[src/rtl/assert_macros.svh]
// Assertion helpers shared by the RTL modules.
`ifndef ASSERT_MACROS_SVH
`define ASSERT_MACROS_SVH

// Property that must hold at every clock edge outside reset.
`define ASSERT_ALWAYS(lbl, clk, rst_n, prop, msg) \
	lbl: assert property (@(posedge clk) disable iff (!rst_n) (prop)) else $error(msg);

// Consequent must hold in the same cycle as the antecedent.
`define ASSERT_IMPL(lbl, clk, rst_n, ante, cons, msg) \
	lbl: assert property (@(posedge clk) disable iff (!rst_n) (ante) |-> (cons)) else $error(msg);

`endif

[src/rtl/wfptr_pkg.sv]
`default_nettype none
package wfptr_pkg;

	localparam int MAX_SAMPLES = 1024;
	localparam int DATA_W      = 16;
	localparam int BASIS_W     = 16;
	localparam int IDX_W       = 10;
	localparam int CNT_W       = 11;
	localparam int SUM_W       = 27;
	localparam int PRD_W       = DATA_W + BASIS_W;
	localparam int PSUM_W      = 42;
	localparam int MP_W        = DATA_W + SUM_W;
	localparam int TILT_W      = 44;
	localparam int COEF_W      = 32;
	localparam int COEF_SH     = 7;
	localparam int RD_SH       = 23;
	localparam int RDP_W       = BASIS_W + COEF_W;
	localparam int V_W         = 50;
	localparam int DIV_W       = 27;
	localparam int DIV_CNT_W   = 5;
	localparam int RAM_W       = DATA_W + 2 * BASIS_W;

	localparam int CFG_IDX_W   = 2;
	localparam int CFG_DATA_W  = 11;
	localparam logic [CFG_IDX_W-1:0] CFG_SAMPLE_COUNT  = 2'd0;
	localparam logic [CFG_IDX_W-1:0] CFG_PISTON_ENABLE = 2'd1;
	localparam logic [CFG_IDX_W-1:0] CFG_TILT_ENABLE   = 2'd2;

	localparam logic OP_LOAD = 1'b0;
	localparam logic OP_READ = 1'b1;

	localparam logic ST_VALID     = 1'b0;
	localparam logic ST_NOT_READY = 1'b1;

	typedef struct packed {
		logic capture;
		logic ld_mul;
		logic ld_acc;
		logic div_init;
		logic div_step;
		logic mean_set;
		logic coef_mul;
		logic coef_fin;
		logic rd_addr;
		logic rd_mul_x;
		logic rd_mul_y;
		logic rd_fin;
	} cmd_t;

	typedef struct packed {
		logic ld_last;
		logic div_last;
		logic out_busy;
	} sts_t;

endpackage
`default_nettype wire

[src/rtl/wfptr_ctrl.sv]
`default_nettype none
`include "assert_macros.svh"
module wfptr_ctrl
	import wfptr_pkg::*;
(
	input  wire logic clk,
	input  wire logic arst_n,
	input  wire logic s_tvalid,
	input  wire logic s_tuser,
	output logic      s_tready,
	input  wire sts_t sts,
	output cmd_t      cmd
);

	localparam logic [3:0] S_IDLE     = 4'd0;
	localparam logic [3:0] S_LD_MUL   = 4'd1;
	localparam logic [3:0] S_LD_ACC   = 4'd2;
	localparam logic [3:0] S_DIV_INIT = 4'd3;
	localparam logic [3:0] S_DIV      = 4'd4;
	localparam logic [3:0] S_MEAN     = 4'd5;
	localparam logic [3:0] S_COEF_MUL = 4'd6;
	localparam logic [3:0] S_COEF_FIN = 4'd7;
	localparam logic [3:0] S_RD_ADDR  = 4'd8;
	localparam logic [3:0] S_RD_MUL_X = 4'd9;
	localparam logic [3:0] S_RD_MUL_Y = 4'd10;
	localparam logic [3:0] S_RD_FIN   = 4'd11;

	logic [3:0] state_q;
	logic [3:0] state_d;

	assign s_tready = (state_q == S_IDLE);

	always_comb begin
		cmd     = '0;
		state_d = state_q;
		case (state_q)
			S_IDLE: begin
				if (s_tvalid) begin
					cmd.capture = 1'b1;
					state_d = (s_tuser == OP_READ) ? S_RD_ADDR : S_LD_MUL;
				end
			end
			S_LD_MUL: begin
				cmd.ld_mul = 1'b1;
				state_d = S_LD_ACC;
			end
			S_LD_ACC: begin
				cmd.ld_acc = 1'b1;
				state_d = sts.ld_last ? S_DIV_INIT : S_IDLE;
			end
			S_DIV_INIT: begin
				cmd.div_init = 1'b1;
				state_d = S_DIV;
			end
			S_DIV: begin
				cmd.div_step = 1'b1;
				if (sts.div_last) begin
					state_d = S_MEAN;
				end
			end
			S_MEAN: begin
				cmd.mean_set = 1'b1;
				state_d = S_COEF_MUL;
			end
			S_COEF_MUL: begin
				cmd.coef_mul = 1'b1;
				state_d = S_COEF_FIN;
			end
			S_COEF_FIN: begin
				cmd.coef_fin = 1'b1;
				state_d = S_IDLE;
			end
			S_RD_ADDR: begin
				cmd.rd_addr = 1'b1;
				state_d = S_RD_MUL_X;
			end
			S_RD_MUL_X: begin
				cmd.rd_mul_x = 1'b1;
				state_d = S_RD_MUL_Y;
			end
			S_RD_MUL_Y: begin
				cmd.rd_mul_y = 1'b1;
				state_d = S_RD_FIN;
			end
			S_RD_FIN: begin
				// The result register must be free before the word is written.
				if (!sts.out_busy) begin
					cmd.rd_fin = 1'b1;
					state_d = S_IDLE;
				end
			end
			default: begin
				state_d = S_IDLE;
			end
		endcase
	end

	always_ff @(posedge clk or negedge arst_n) begin
		if (!arst_n) begin
			state_q <= S_IDLE;
		end else begin
			state_q <= state_d;
		end
	end

	`ASSERT_ALWAYS(a_one_step, clk, arst_n, $onehot0({cmd.ld_mul, cmd.ld_acc, cmd.div_init, cmd.div_step, cmd.mean_set, cmd.coef_mul, cmd.coef_fin, cmd.rd_addr, cmd.rd_mul_x, cmd.rd_mul_y, cmd.rd_fin}), "more than one datapath step at once")
	`ASSERT_IMPL(a_fin_free, clk, arst_n, cmd.rd_fin, !sts.out_busy, "result written while output stalled")

endmodule
`default_nettype wire

[config.mk]
export PLATFORM = sky130hd
export DESIGN_NAME = wfptr_ctrl
export DESIGN_NICKNAME = d
export VERILOG_FILES = /design/src/rtl/wfptr_pkg.sv /design/src/rtl/wfptr_ctrl.sv
export VERILOG_INCLUDE_DIRS = /design/src /design/src/rtl
export SDC_FILE = /design/constraint.sdc
export NUM_CORES = 1
export LEC_CHECK = 0
export BUFFER_PORTS_ARGS = -buffer_cell sky130_fd_sc_hd__buf_4
export CAP_MARGIN = 20
export CORE_AREA = 8 8 45 47
export CTS_CLUSTER_DIAMETER = 30
export DETAILED_ROUTE_END_ITERATION = 12
export DIE_AREA = 0 0 53 55
export PLACE_DENSITY = 0.51
export SLEW_MARGIN = 15
export SYNTH_ARGS = -nofsm -noshare
export SYNTH_HDL_FRONTEND = slang
export SYNTH_SLANG_ARGS = --single-unit
[constraint.sdc]
create_clock -name clk -period 1.3 [get_ports clk]
set_input_delay 0.325 -clock clk [delete_from_list [all_inputs] [get_ports clk]]
set_output_delay 0.325 -clock clk [all_outputs]
set_load 0.05 [all_outputs]
After elaboration in Yosys (flattened, before gate mapping). Index checks and enable logic that the tools add are counted.

Word-level logic and storage cells: 37. Input port bits: 7. Bits in registers: 4. Output and inout bits: 13.

Reductions and logical operators: 2. Eq/ne operators: 14. Muxes and demuxes: 20.

Operators by type and width (number): one-hot mux 4 bit (11 select lines) (1); == test 4 x 3 -> 1 bit (second input constant) (4); == test 4 bit (second input constant) (4); two-way mux 4 bit (4); two-way mux 1 bit (14); == test 4 x 2 -> 1 bit (second input constant) (2); inequality test 2 bit (second input constant) (3); == test 4 x 1 -> 1 bit (second input constant) (1); zero test 4 bit (1); AND reduction 3 bit (1); two-way mux 2 bit (1).

Logic depth before layout (Yosys ltp). Gate-level depths: netlist of run 1.

Depth in word-level cells: 3. Depth in mapped cells: 4. Gate-level depth less buffers: 3.

Worst setup path before layout of run 1. OpenSTA, ideal clock, no wires.

Kind: register to output. Start point: register state_q[2]. End point: output cmd[11] (netlist name). Arrival time: 2.394 ns. Path buffers: 1. Required time: 0.975 ns. Setup slack: -1.419 ns. Cell stages (with the launch flop): 5. Cell sequence: dfrtp_1 -> buf_6 -> or2_4 -> nor3_1 -> and2_1.

RTL lines: from (decl) (RTL line wfptr_ctrl.sv:28) `logic [3:0] state_q;`; from (signal assigned) (RTL line wfptr_ctrl.sv:102) `state_q <= state_d;`; to (decl) (RTL line wfptr_ctrl.sv:12) `output cmd_t cmd`.

==> results.py, run 1 <==
metrics = {
    "route": {
        "detailed_route_wire_length_mm": 1.182,
        "antenna_violating_nets_post_route": 0,
        "vias": 451,
        "detail_route.drc_violations": 0,
        "vias_per_cell": 4.747,
        "drt_pass1_iterations": 2,
        "drt-initial-drc-count": 1,
        "post_drt_wl_per_cell_um": 12.44,
    },
    "synthesis": {
        "synth_simple_gate_area_share_pct": 37.93,
        "netlist-cell-type-count": 21,
        "synth.yosys.warnings": 0,
        "synth-xor-area-share_pct": 2.682,
        "synth.net_count": 53,
        "synth_top_family_by_area": "simple AND/OR/NAND/NOR gates",
        "cell_area_synth_um2": 326.6,
        "synth.ff_latch_count": 4,
        "synthMuxAreaShare_pct": 0,
        "syn-instance-count": 46,
        "seq_area_frac_synth_pct": 30.65,
        "synth_fa_ha_area_share_pct": 0,
        "synth_compound_gate_area_share_pct": 20.69,
        "avgSynthCellArea_um2": 7.099,
    },
    "layout": {
        "area_occupied_by_multi_input_gates_um2": 315.3,
        "areaGrowthSynthToFinish_pct": 141.8,
        "num_antenna_cells": 0,
        "stdcell_count": 95,
        "largestRegisters": "state_q (4)",
        "fillCellCount": 133,
        "finish.utilization_pct": 57.05,
        "regMostFlops": "state_q",
        "nets": 88,
        "largest_reg_flops": 4,
        "final-seq-area_um2": 102.6,
        "post_route_cells_drive_above_1_share_pct": 75.95,
    },
    "critical_path": {
        "r2r.worst_path.cells": 5,
        "crit_path_max_fanout": 4,
        "path_cells": "or2_4 -> nor3_4 -> and2_4 -> buf_8",
        "critPathTopFamily": "simple AND/OR/NAND/NOR gates",
        "r2r-start": "state_q[2]$_DFFE_PN0P_",
        "regToRegSetupSlack_ps": -240,
        "timing.critical_path.required_ps": 980,
        "cp-start-kind": "flop",
        "critPathMaxStageDelay_ps": 400,
        "critPathKind": "flop to output pin",
        "timing.critical_path.buf_inv": 1,
        "timing.critical_path.to_type": "output pin",
        "slowest_stage": "dfrtp_1",
        "worstPathArrival_ps": 1340,
        "crit-reg2reg-capture": "state_q[0]$_DFFE_PN0P_",
    },
    "sta": {
        "rsz_0062_raised_after_global_routing": "yes",
        "timing_max_transition_violations_final": 0,
        "top_achievable_clock_speed_ghz": 0.5998,
        "finalHoldWorstSlack_ps": 334.2,
        "tns_ps": -4298,
        "post-route-period-util_pct": 128.2,
        "slew_of_the_pin_with_the_lowest_slew_margin_ps": 307.4,
        "slew_headroom_pct": 79.50,
        "setup_viol": 14,
        "final.setup_skew_ps": 4.833,
        "final.min_clock_period_ps": 1667,
        "report.final.hold_viol_count": 0,
        "final_ws_setup_ps": -367.1,
    },
    "worst_hold_path": {
        "worst_hold_path.num_cells": 2,
        "worstHoldStart": "sts[0]",
        "hold_class": "primary input to flop",
        "holdPathEnd": "state_q[0]$_DFFE_PN0P_",
    },
    "clock_network": {
        "cts.htree.levels": 1,
        "clock-sinks": 4,
        "clk_pin_slew_ps": 40,
        "clkLatencyLatePin_ps": 250,
        "clk_path_buf_depth": 2,
        "clock-root-buffer": "clkbuf_4",
        "cts-buffers-inserted": 3,
        "tritoncts_clock_tree": "done",
    },
    "floorplanning": {
        "die_area_um2": 2915,
        "row_cnt": 14,
        "core_region_area_um2": 1384,
        "num_io_pins": 20,
        "starting_density_pct": 23.60,
        "die_w_um": 53,
        "floorplan.die.height_um": 55,
    },
    "global_route": {
        "gr-usage-all-layers_pct": 9.250,
        "overflow_after_grt": 0,
        "first_pass_grt_wire_length_mm": 1.918,
        "grt_start_max_net_pins": 8,
        "first_global_vias": 471,
        "grt_antenna_before_repair": 0,
    },
    "placed_design": {
        "port_buffers": 19,
        "gp_congestion": 0.7969,
        "dp_worst_setup_slack_ps": -207.0,
        "place_hpwl_um": 916,
        "placedCellCount": 88,
    },
    "job": {
        "cap_violations": 0,
    },
    "power_and_ir_drop": {
        "ir_drop_mv": 1.128,
        "cellLeakagePower_nw": 0.3387,
        "pwr_density_nw_per_um2": 2990,
    },
    "status": {
        "failed_checks": "negative setup slack",
        "status": "finished, violations left",
    },
}
## layout make-up
cell class / count / area share (%)
well taps: 16 / 2.536
repair buffers: 34 / 41.20
inverters: 1 / 0.4754
multi-input cells: 37 / 39.94
flip-flops and latches: 4 / 13.00
clock buffers: 3 / 2.853
## kinds of logic after synthesis
family          count (synthesis)
buf+inv                         5
simple gates                   26
flops                           4
xor+xnor                        1
compound gates                 10
## worst max-delay path by stage
stage | startpoint | to | slack (ps) | cells past startpoint
3_3_place_gp | state_q[3]$_DFFE_PN0P_ | cmd[11] | -190 | 4
4_1_cts | state_q[2]$_DFFE_PN0P_ | cmd[11] | -380 | 4
2_1_floorplan | state_q[0]$_DFFE_PN0P_ | cmd[8] | -580 | 3
3_5_place_dp | state_q[3]$_DFFE_PN0P_ | cmd[11] | -210 | 4
6_report | state_q[2]$_DFFE_PN0P_ | cmd[11] | -370 | 4
5_1_grt | state_q[2]$_DFFE_PN0P_ | cmd[11] | -430 | 4
## placed cells by master, fill, tap and decap left out, types with 2 or more instances in the layout
cell and instances:
a21oi_1 2, buf_4 19, buf_6 10, buf_8 4
clkbuf_4 3, dfrtp_1 2, dfrtp_2 2, nand2_2 2
nor2_1 4, nor2_4 7, nor3_2 2, nor3_4 2
## repair_timing
action / CTS / global route
cloned: 0 / 0
setup buffers: 5 / 1
hold buffers: 1 / 0
setup endpoints to repair: 14 / 15
pin swaps: 7 / 6
endpoints found under the hold margin: 4 / 0
gates resized for setup: 28 / 8
## metal layers
layer | track usage, % | vias up | share of wire, %
met1 | 9.466 | 204 | 37
met2 | 14.65 | 17 | 51
li1 | - | 225 | -
met3 | 2.941 | 5 | 8.0
met4 | 9.052 | 0 | 4.0
met5 | 0 | - | 0
## synthesized netlist by cell type
master	count	area share, %
nand2b_1	2	3.8
or2_2	1	1.9
a211o_1	1	2.7
or2b_1	1	2.3
o211ai_1	1	2.3
a31oi_1	1	1.9
or3_1	1	1.9
and2_1	1	1.9
a21oi_1	3	4.6
nand2_1	3	3.4
xor2_1	1	2.7
dfrtp_1	4	31
nor3_1	4	6.1
buf_6	1	3.4
nor2_1	12	14
o21ai_0	1	1.5
a211oi_1	2	4.6
or2_4	1	2.7
clkbuf_1	3	3.4
inv_1	1	1.1
a32o_1	1	3.1
## through the flow
step	power, W	cell area (µm²)
floorplan	0.001257	384.1
global placement	0.001755	605.6
detailed placement	0.001758	605.6
CTS	0.002307	772.0
global route	0.002499	789.5
finish	0.002360	789.5
## power breakdown
group | internal, W | switching (W) | total (W)
logic | 0.000862 | 0.00104 | 0.00190
registers | 0.000192 | 0.000107 | 0.000298
clock network | 0.000104 | 0.0000588 | 0.000163
(Power assumes the default switching activity.)
==> inputs of run 2 (changes only) <==
Settings changed: CTS_CLUSTER_DIAMETER 30 to 80.
Clock period 1.3 ns to 1.4 ns, I/O delays scaled along.
==> run 2 against run 1 <==
  * The flow still finishes with violations (negative setup slack)
  * Combinational power decreased by 6%
  * Total power decreased by 6.3%
  * Register-to-register slack improved by 140 ps
  * Cell area increased by 0.79%
  * Sequential power decreased by 6%
  * Sequential share of layout area decreased by 0.10 points
  * Core utilization increased by 0.45 points
  * Non-clock buffer count increased by 3
  * Setup slack improved by 86 ps
  * Critical endpoint unchanged
==> results.py, run 2 (synthesized netlist as in run 1, its figures left out) <==
metrics = {
    "layout": {
        "regMostFlops": "state_q",
        "nets": 91,
        "largest_reg_flops": 4,
        "num_antenna_cells": 0,
        "commonest_cells_after_routing_fill_and_taps_aside": "buf_4, buf_6, nor2_4",
        "areaGrowthSynthToFinish_pct": 143.7,
        "fillCellCount": 121,
        "post_route_cells_drive_above_1_share_pct": 74.39,
        "stdcell_count": 98,
        "largestRegisters": "state_q (4)",
        "layout.cells.most_common": "buf_4",
    },
    "clock_network": {
        "clock-root-buffer": "clkbuf_4",
        "clock-sinks": 4,
        "clk_pin_slew_ps": 40,
        "clkLatencyLatePin_ps": 230,
        "cts.htree.levels": 1,
        "cts-buffers-inserted": 3,
        "clk_path_buf_depth": 2,
        "tritoncts_clock_tree": "done",
    },
    "route": {
        "vias_per_cell": 4.837,
        "detailed_route_wire_length_mm": 1.296,
        "post_drt_wl_per_cell_um": 13.22,
        "drt_pass1_iterations": 4,
        "detail_route.drc_violations": 0,
        "drt-initial-drc-count": 4,
        "antenna_violating_nets_post_route": 0,
        "vias": 474,
    },
    "sta": {
        "final.setup_skew_ps": 0.8495,
        "setup_viol": 14,
        "final_ws_setup_ps": -281.4,
        "report.final.hold_viol_count": 0,
        "tns_ps": -3291,
        "rsz_0062_raised_after_global_routing": "yes",
        "timing_max_transition_violations_final": 0,
        "top_achievable_clock_speed_ghz": 0.5948,
        "slew_headroom_pct": 80.74,
        "post-route-period-util_pct": 120.1,
        "final.min_clock_period_ps": 1681,
        "slew_of_the_pin_with_the_lowest_slew_margin_ps": 289.0,
    },
    "floorplanning": {
        "num_io_pins": 20,
        "die_area_um2": 2915,
        "floorplan.die.height_um": 55,
        "die_w_um": 53,
        "core_region_area_um2": 1384,
        "starting_density_pct": 23.60,
        "row_cnt": 14,
    },
    "status": {
        "failed_checks": "negative setup slack",
        "status": "finished, violations left",
    },
    "global_route": {
        "first_global_vias": 454,
        "overflow_after_grt": 0,
        "gr-usage-all-layers_pct": 9.469,
        "top_usage_layer": "met2",
        "grt_antenna_before_repair": 0,
        "grt_start_max_net_pins": 9,
        "first_pass_grt_wire_length_mm": 1.994,
        "groute.layer.met3.usage_pct": 2.139,
        "gr-usage-met1_pct": 9.924,
        "global_route.usage.met2_pct": 15.43,
    },
    "placed_design": {
        "placedCellCount": 88,
        "gp_congestion": 0.7793,
        "place_hpwl_um": 905.3,
        "port_buffers": 19,
    },
    "critical_path": {
        "timing.critical_path.buf_inv": 1,
        "worstPathArrival_ps": 1330,
        "critPathTopFamily": "simple AND/OR/NAND/NOR gates",
        "timing.critical_path.to_type": "output pin",
        "path_cells": "or2_4 -> nor3_4 -> and2_4 -> buf_8",
        "critPathKind": "flop to output pin",
        "cp-start-kind": "flop",
        "slowest_stage": "dfrtp_1",
        "crit_path_max_fanout": 4,
        "timing.critical_path.required_ps": 1050,
        "critPathMaxStageDelay_ps": 390,
    },
    "worst_hold_path": {
        "hold_class": "primary input to flop",
    },
    "job": {
        "cap_violations": 0,
    },
    "power_and_ir_drop": {
        "pwr_density_nw_per_um2": 2779,
        "ir_drop_mv": 1.244,
        "cellLeakagePower_nw": 0.3579,
    },
}
-- run 2: cell type report --
cell class	count	area, µm²	area share (%)
Inverter	1	3.754	0.4717
Clock buffer	3	22.52	2.830
Sequential cell	4	102.6	12.89
Tap cell	16	20.02	2.516
Multi-Input combinational cell	37	310.3	38.99
Timing Repair Buffer	37	336.6	42.30
-- run 2: per-layer routing --
| layer | wire, µm | up-vias |
|---|---|---|
| li1 | - | 230 |
| met1 | 482 | 217 |
| met2 | 666 | 23 |
| met3 | 106 | 4 |
| met4 | 40 | 0 |
| met5 | 0 | - |
-- run 2: metrics by stage --
stage	power, W	hold slack [ps]	instance area [µm²]	setup WS (ps)	utilization [%]
finish	0.002211	400.7	795.8	-281.4	57.50
global route	0.002347	425.9	795.8	-332.1	57.50
CTS	0.002096	391.3	750.7	-268.4	54.25
detailed placement	0.001635	148.5	605.6	-115.2	43.76
global placement	0.001626	148.3	605.6	-99.05	43.76
floorplan	0.001168	54.41	384.1	-509.0	-
-- run 2: where the power goes --
group	switching (W)	total [W]	leakage, nW	internal [W]
Clock	0.0000465	0.000142	0.0138	0.0000958
Sequential	0.000103	0.000281	0.0483	0.000178
Combinational	0.000972	0.00179	0.296	0.000816
Total	0.00112	0.00221	0.358	0.00109
-- run 2: final timing paths --
| path | startpoint | end | slack (ps) | cells past startpoint |
|---|---|---|---|---|
| max | state_q[2]$_DFFE_PN0P_ | cmd[11] | -280 | 4 |
| min reg2reg | state_q[2]$_DFFE_PN0P_ | state_q[3]$_DFFE_PN0P_ | 730 | 3 |
| min in group asynchronous | arst_n | state_q[0]$_DFFE_PN0P_ | 440 | 2 |
| min | sts[0] | state_q[0]$_DFFE_PN0P_ | 400 | 2 |
| max in group asynchronous | arst_n | state_q[1]$_DFFE_PN0P_ | 850 | 2 |
| max reg2reg | state_q[2]$_DFFE_PN0P_ | state_q[0]$_DFFE_PN0P_ | -100 | 5 |
-- run 2: what timing repair did --
| action | 4_1_cts | 5_1_grt |
|---|---|---|
| gates resized for setup | 24 | 7 |
| pin swaps | 6 | 3 |
| endpoints found under the setup margin | 14 | 15 |
| hold buffers | 1 | 0 |
| endpoints found under the hold margin | 4 | 0 |
| buffers inserted | 4 | 3 |
==> inputs of run 3 (changes only) <==
Settings changed: ABC_AREA set to 1, PLACE_DENSITY 0.51 to 0.54.
==> run 3 against run 2 <==
  * The run still ends with negative setup slack left
  * Sequential power down 8.9%
  * Clock power about the same
  * Setup slack better by 76 ps
  * Die area unchanged
  * Highest routed layer is now met3
==> results.py, run 3 <==
metrics = {
    "synthesis": {
        "top_count_cell_post_synth": "nor2_1",
        "dominant_cell_type_by_area_after_synthesis": "dfrtp_1",
        "postSynth.asyncResetShare_pct": 100.0,
        "synth.ff_latch_count": 4,
        "postSynth.topFlopCell": "dfrtp_1",
        "number_of_flops_mapped_to_enable_cells_by_yosys": 0,
        "synth.yosys.warnings": 0,
        "synthDominantCellAreaShare_pct": 28.07,
        "avgSynthCellArea_um2": 6.148,
        "yosys-top-cells-count": "nor2_1, nand2_1, inv_1, nand3_1, dfrtp_1",
        "netlist-cell-type-count": 15,
        "syn-instance-count": 58,
        "synth.net_count": 65,
        "seq_area_frac_synth_pct": 28.07,
        "cell_area_synth_um2": 356.6,
        "synthTopCellsByArea": "dfrtp_1, nor2_1, nand2_1, inv_1, nand3_1",
    },
    "critical_path": {
        "regToRegSetupSlack_ps": 120,
        "worstPathArrival_ps": 1260,
        "crit_path_max_fanout": 5,
        "crit-reg2reg-capture": "state_q[0]$_DFFE_PN0P_",
        "critPathMaxStageDelay_ps": 450,
        "r2r.worst_path.cells": 7,
        "timing.critical_path.to_type": "output pin",
        "cp-start-kind": "flop",
        "critPathKind": "flop to output pin",
        "r2r-start": "state_q[3]$_DFFE_PN0P_",
        "critPathTopFamily": "flip-flops",
        "slowest_stage": "dfrtp_2",
        "path_cells": "nor2_4 -> inv_1 -> nor3_4 -> buf_6",
        "timing.critical_path.required_ps": 1050,
        "timing.critical_path.buf_inv": 2,
    },
    "sta": {
        "timing_max_transition_violations_final": 0,
        "final.min_clock_period_ps": 1605,
        "report.final.hold_viol_count": 0,
        "top_achievable_clock_speed_ghz": 0.6229,
        "post-route-period-util_pct": 114.7,
        "setup_viol": 13,
        "slew_headroom_pct": 80.36,
        "final_ws_setup_ps": -205.4,
        "finalHoldWorstSlack_ps": 433.4,
        "rsz_0062_raised_after_global_routing": "yes",
        "final.setup_skew_ps": 2.352,
        "slew_of_the_pin_with_the_lowest_slew_margin_ps": 294.2,
    },
    "clock_network": {
        "cts.htree.levels": 1,
        "cts-buffers-inserted": 3,
        "clock-root-buffer": "clkbuf_4",
        "clk_pin_slew_ps": 40,
        "tritoncts_clock_tree": "done",
        "clock-sinks": 4,
        "clkLatencyLatePin_ps": 230,
        "clk_path_buf_depth": 2,
    },
    "global_route": {
        "first_pass_grt_wire_length_mm": 2.401,
        "grt_antenna_before_repair": 0,
        "first_global_vias": 517,
        "grt_start_max_net_pins": 7,
        "gr-usage-all-layers_pct": 11.02,
        "overflow_after_grt": 0,
    },
    "job": {
        "cap_violations": 0,
    },
    "floorplanning": {
        "core_region_area_um2": 1384,
        "die_w_um": 53,
        "row_cnt": 14,
        "starting_density_pct": 25.77,
        "num_io_pins": 20,
        "die_area_um2": 2915,
        "floorplan.die.height_um": 55,
    },
    "status": {
        "status": "finished, violations left",
        "failed_checks": "negative setup slack",
    },
    "layout": {
        "layout.cells.most_common": "buf_4",
        "stdcell_count": 109,
        "largest_reg_flops": 4,
        "commonest_cells_after_routing_fill_and_taps_aside": "buf_4, nor2_4, nand2_1, buf_6",
        "post_route_cells_drive_above_1_share_pct": 66.67,
        "largestRegisters": "state_q (4)",
        "regMostFlops": "state_q",
        "nets": 102,
        "areaGrowthSynthToFinish_pct": 145.6,
        "num_antenna_cells": 0,
    },
    "worst_hold_path": {
        "holdPathEnd": "state_q[3]$_DFFE_PN0P_",
        "hold_class": "primary input to flop",
        "worst_hold_path.num_cells": 5,
        "worstHoldStart": "s_tuser",
    },
    "route": {
        "drt_pass1_iterations": 4,
        "drt-initial-drc-count": 7,
        "vias_per_cell": 4.330,
        "post_drt_wl_per_cell_um": 13.12,
        "antenna_violating_nets_post_route": 0,
        "vias": 472,
        "detailed_route_wire_length_mm": 1.430,
        "detail_route.drc_violations": 0,
    },
    "power_and_ir_drop": {
        "power.share.combinational_pct": 81.1,
        "pwr_density_nw_per_um2": 2412,
        "power_report.internal_total_w": 0.0009320,
        "ir_drop_mv": 1.264,
        "sw_frac_of_total_pct": 55.89,
        "clock_network_fraction_of_design_power_pct": 6.8,
        "cellLeakagePower_nw": 0.3984,
        "pwr-share-seq_pct": 12.1,
        "total_switching_power_w": 0.001181,
    },
    "placed_design": {
        "port_buffers": 19,
        "placedCellCount": 99,
        "gp_congestion": 0.7485,
        "place_hpwl_mm": 1.053,
    },
}
-- run 3: changes by cell type in the layout (fill, tap and decap cells not counted), moves of 3 or more --
cell     previous run  this run
nand2_1             1         8
buf_4              25        17
nand3_1             0         5
nand2_8             0         3
inv_1               1         6
nor2_4              6        11
-- run 3: timing repair --
| action | 4_1_cts | 5_1_grt |
|---|---|---|
| pin swaps | 2 | 6 |
| hold endpoints to repair | 4 | 0 |
| gates resized for setup | 28 | 12 |
| endpoints found under the setup margin | 13 | 15 |
| setup buffers | 4 | 3 |
| hold buffers | 1 | 0 |
-- run 3: metal layers --
metal	GRT usage (%)	vias up	wire, µm
li1	-	256	-
met1	13.50	207	579
met2	16.99	9	759
met3	2.941	0	91
met4	6.466	0	0
met5	0	-	0
-- run 3: logic make-up after synthesis --
logic type / after synthesis / share of synthesized area [%]
buffers and inverters: 9 / 9.473
AND/OR/NAND/NOR: 44 / 61.05
AO/OA/AOI/OAI: 1 / 1.402
flip-flops: 4 / 28.07
-- run 3: how the worst max path moves through the flow --
stage | startpoint | endpoint | slack [ps] | cells past startpoint
finish | state_q[1]$_DFFE_PN0P_ | cmd[11] | -210 | 4
global route | state_q[1]$_DFFE_PN0P_ | cmd[11] | -280 | 4
CTS | state_q[0]$_DFFE_PN0P_ | cmd[11] | -220 | 4
detailed placement | state_q[0]$_DFFE_PN0P_ | cmd[5] | -20 | 4
global placement | state_q[0]$_DFFE_PN0P_ | cmd[5] | -10 | 4
floorplan | state_q[0]$_DFFE_PN0P_ | cmd[5] | -100 | 3
-- run 3: final cells by class --
cell class / count / area, µm²
clock buffers: 3 / 22.52
repair buffers: 32 / 317.8
flip-flops and latches: 4 / 102.6
well taps: 16 / 20.02
fillers: 126 / 508.0
multi-input cells: 45 / 374.1
inverters: 9 / 38.79
-- run 3: worst reg2reg max path, stage by stage, from the launching register on --
cell,delay (ps)
dfrtp_1,420
buf_6,150
buf_4,150
nor2_4,120
nand4_1,140
nand3_1,120
nand2_1,60
nand2_1,60
-- run 3: power groups by stage --
stage	registers, W	logic [W]	clock network, W
finish	0.000256	0.00171	0.000143
global route	0.000263	0.00183	0.000164
CTS	0.000245	0.00158	0.000149
detailed placement	0.000236	0.00130	0
global placement	0.000232	0.00130	0
floorplan	0.000238	0.000918	0
-- run 3: through the flow --
step | TNS (ps) | power (W) | area [µm²] | util [%] | setup slack (ps)
3_5_place_dp | -17.96 | 0.001534 | 641.9 | 46.38 | -17.96
5_1_grt | -2629 | 0.002256 | 875.8 | 63.29 | -279.6
3_3_place_gp | -13.72 | 0.001536 | 641.9 | 46.38 | -13.72
2_1_floorplan | -602.8 | 0.001156 | 434.2 | - | -103.1
6_report | -1781 | 0.002113 | 875.8 | 63.29 | -205.4
4_1_cts | -1968 | 0.001971 | 807.0 | 58.32 | -219.5
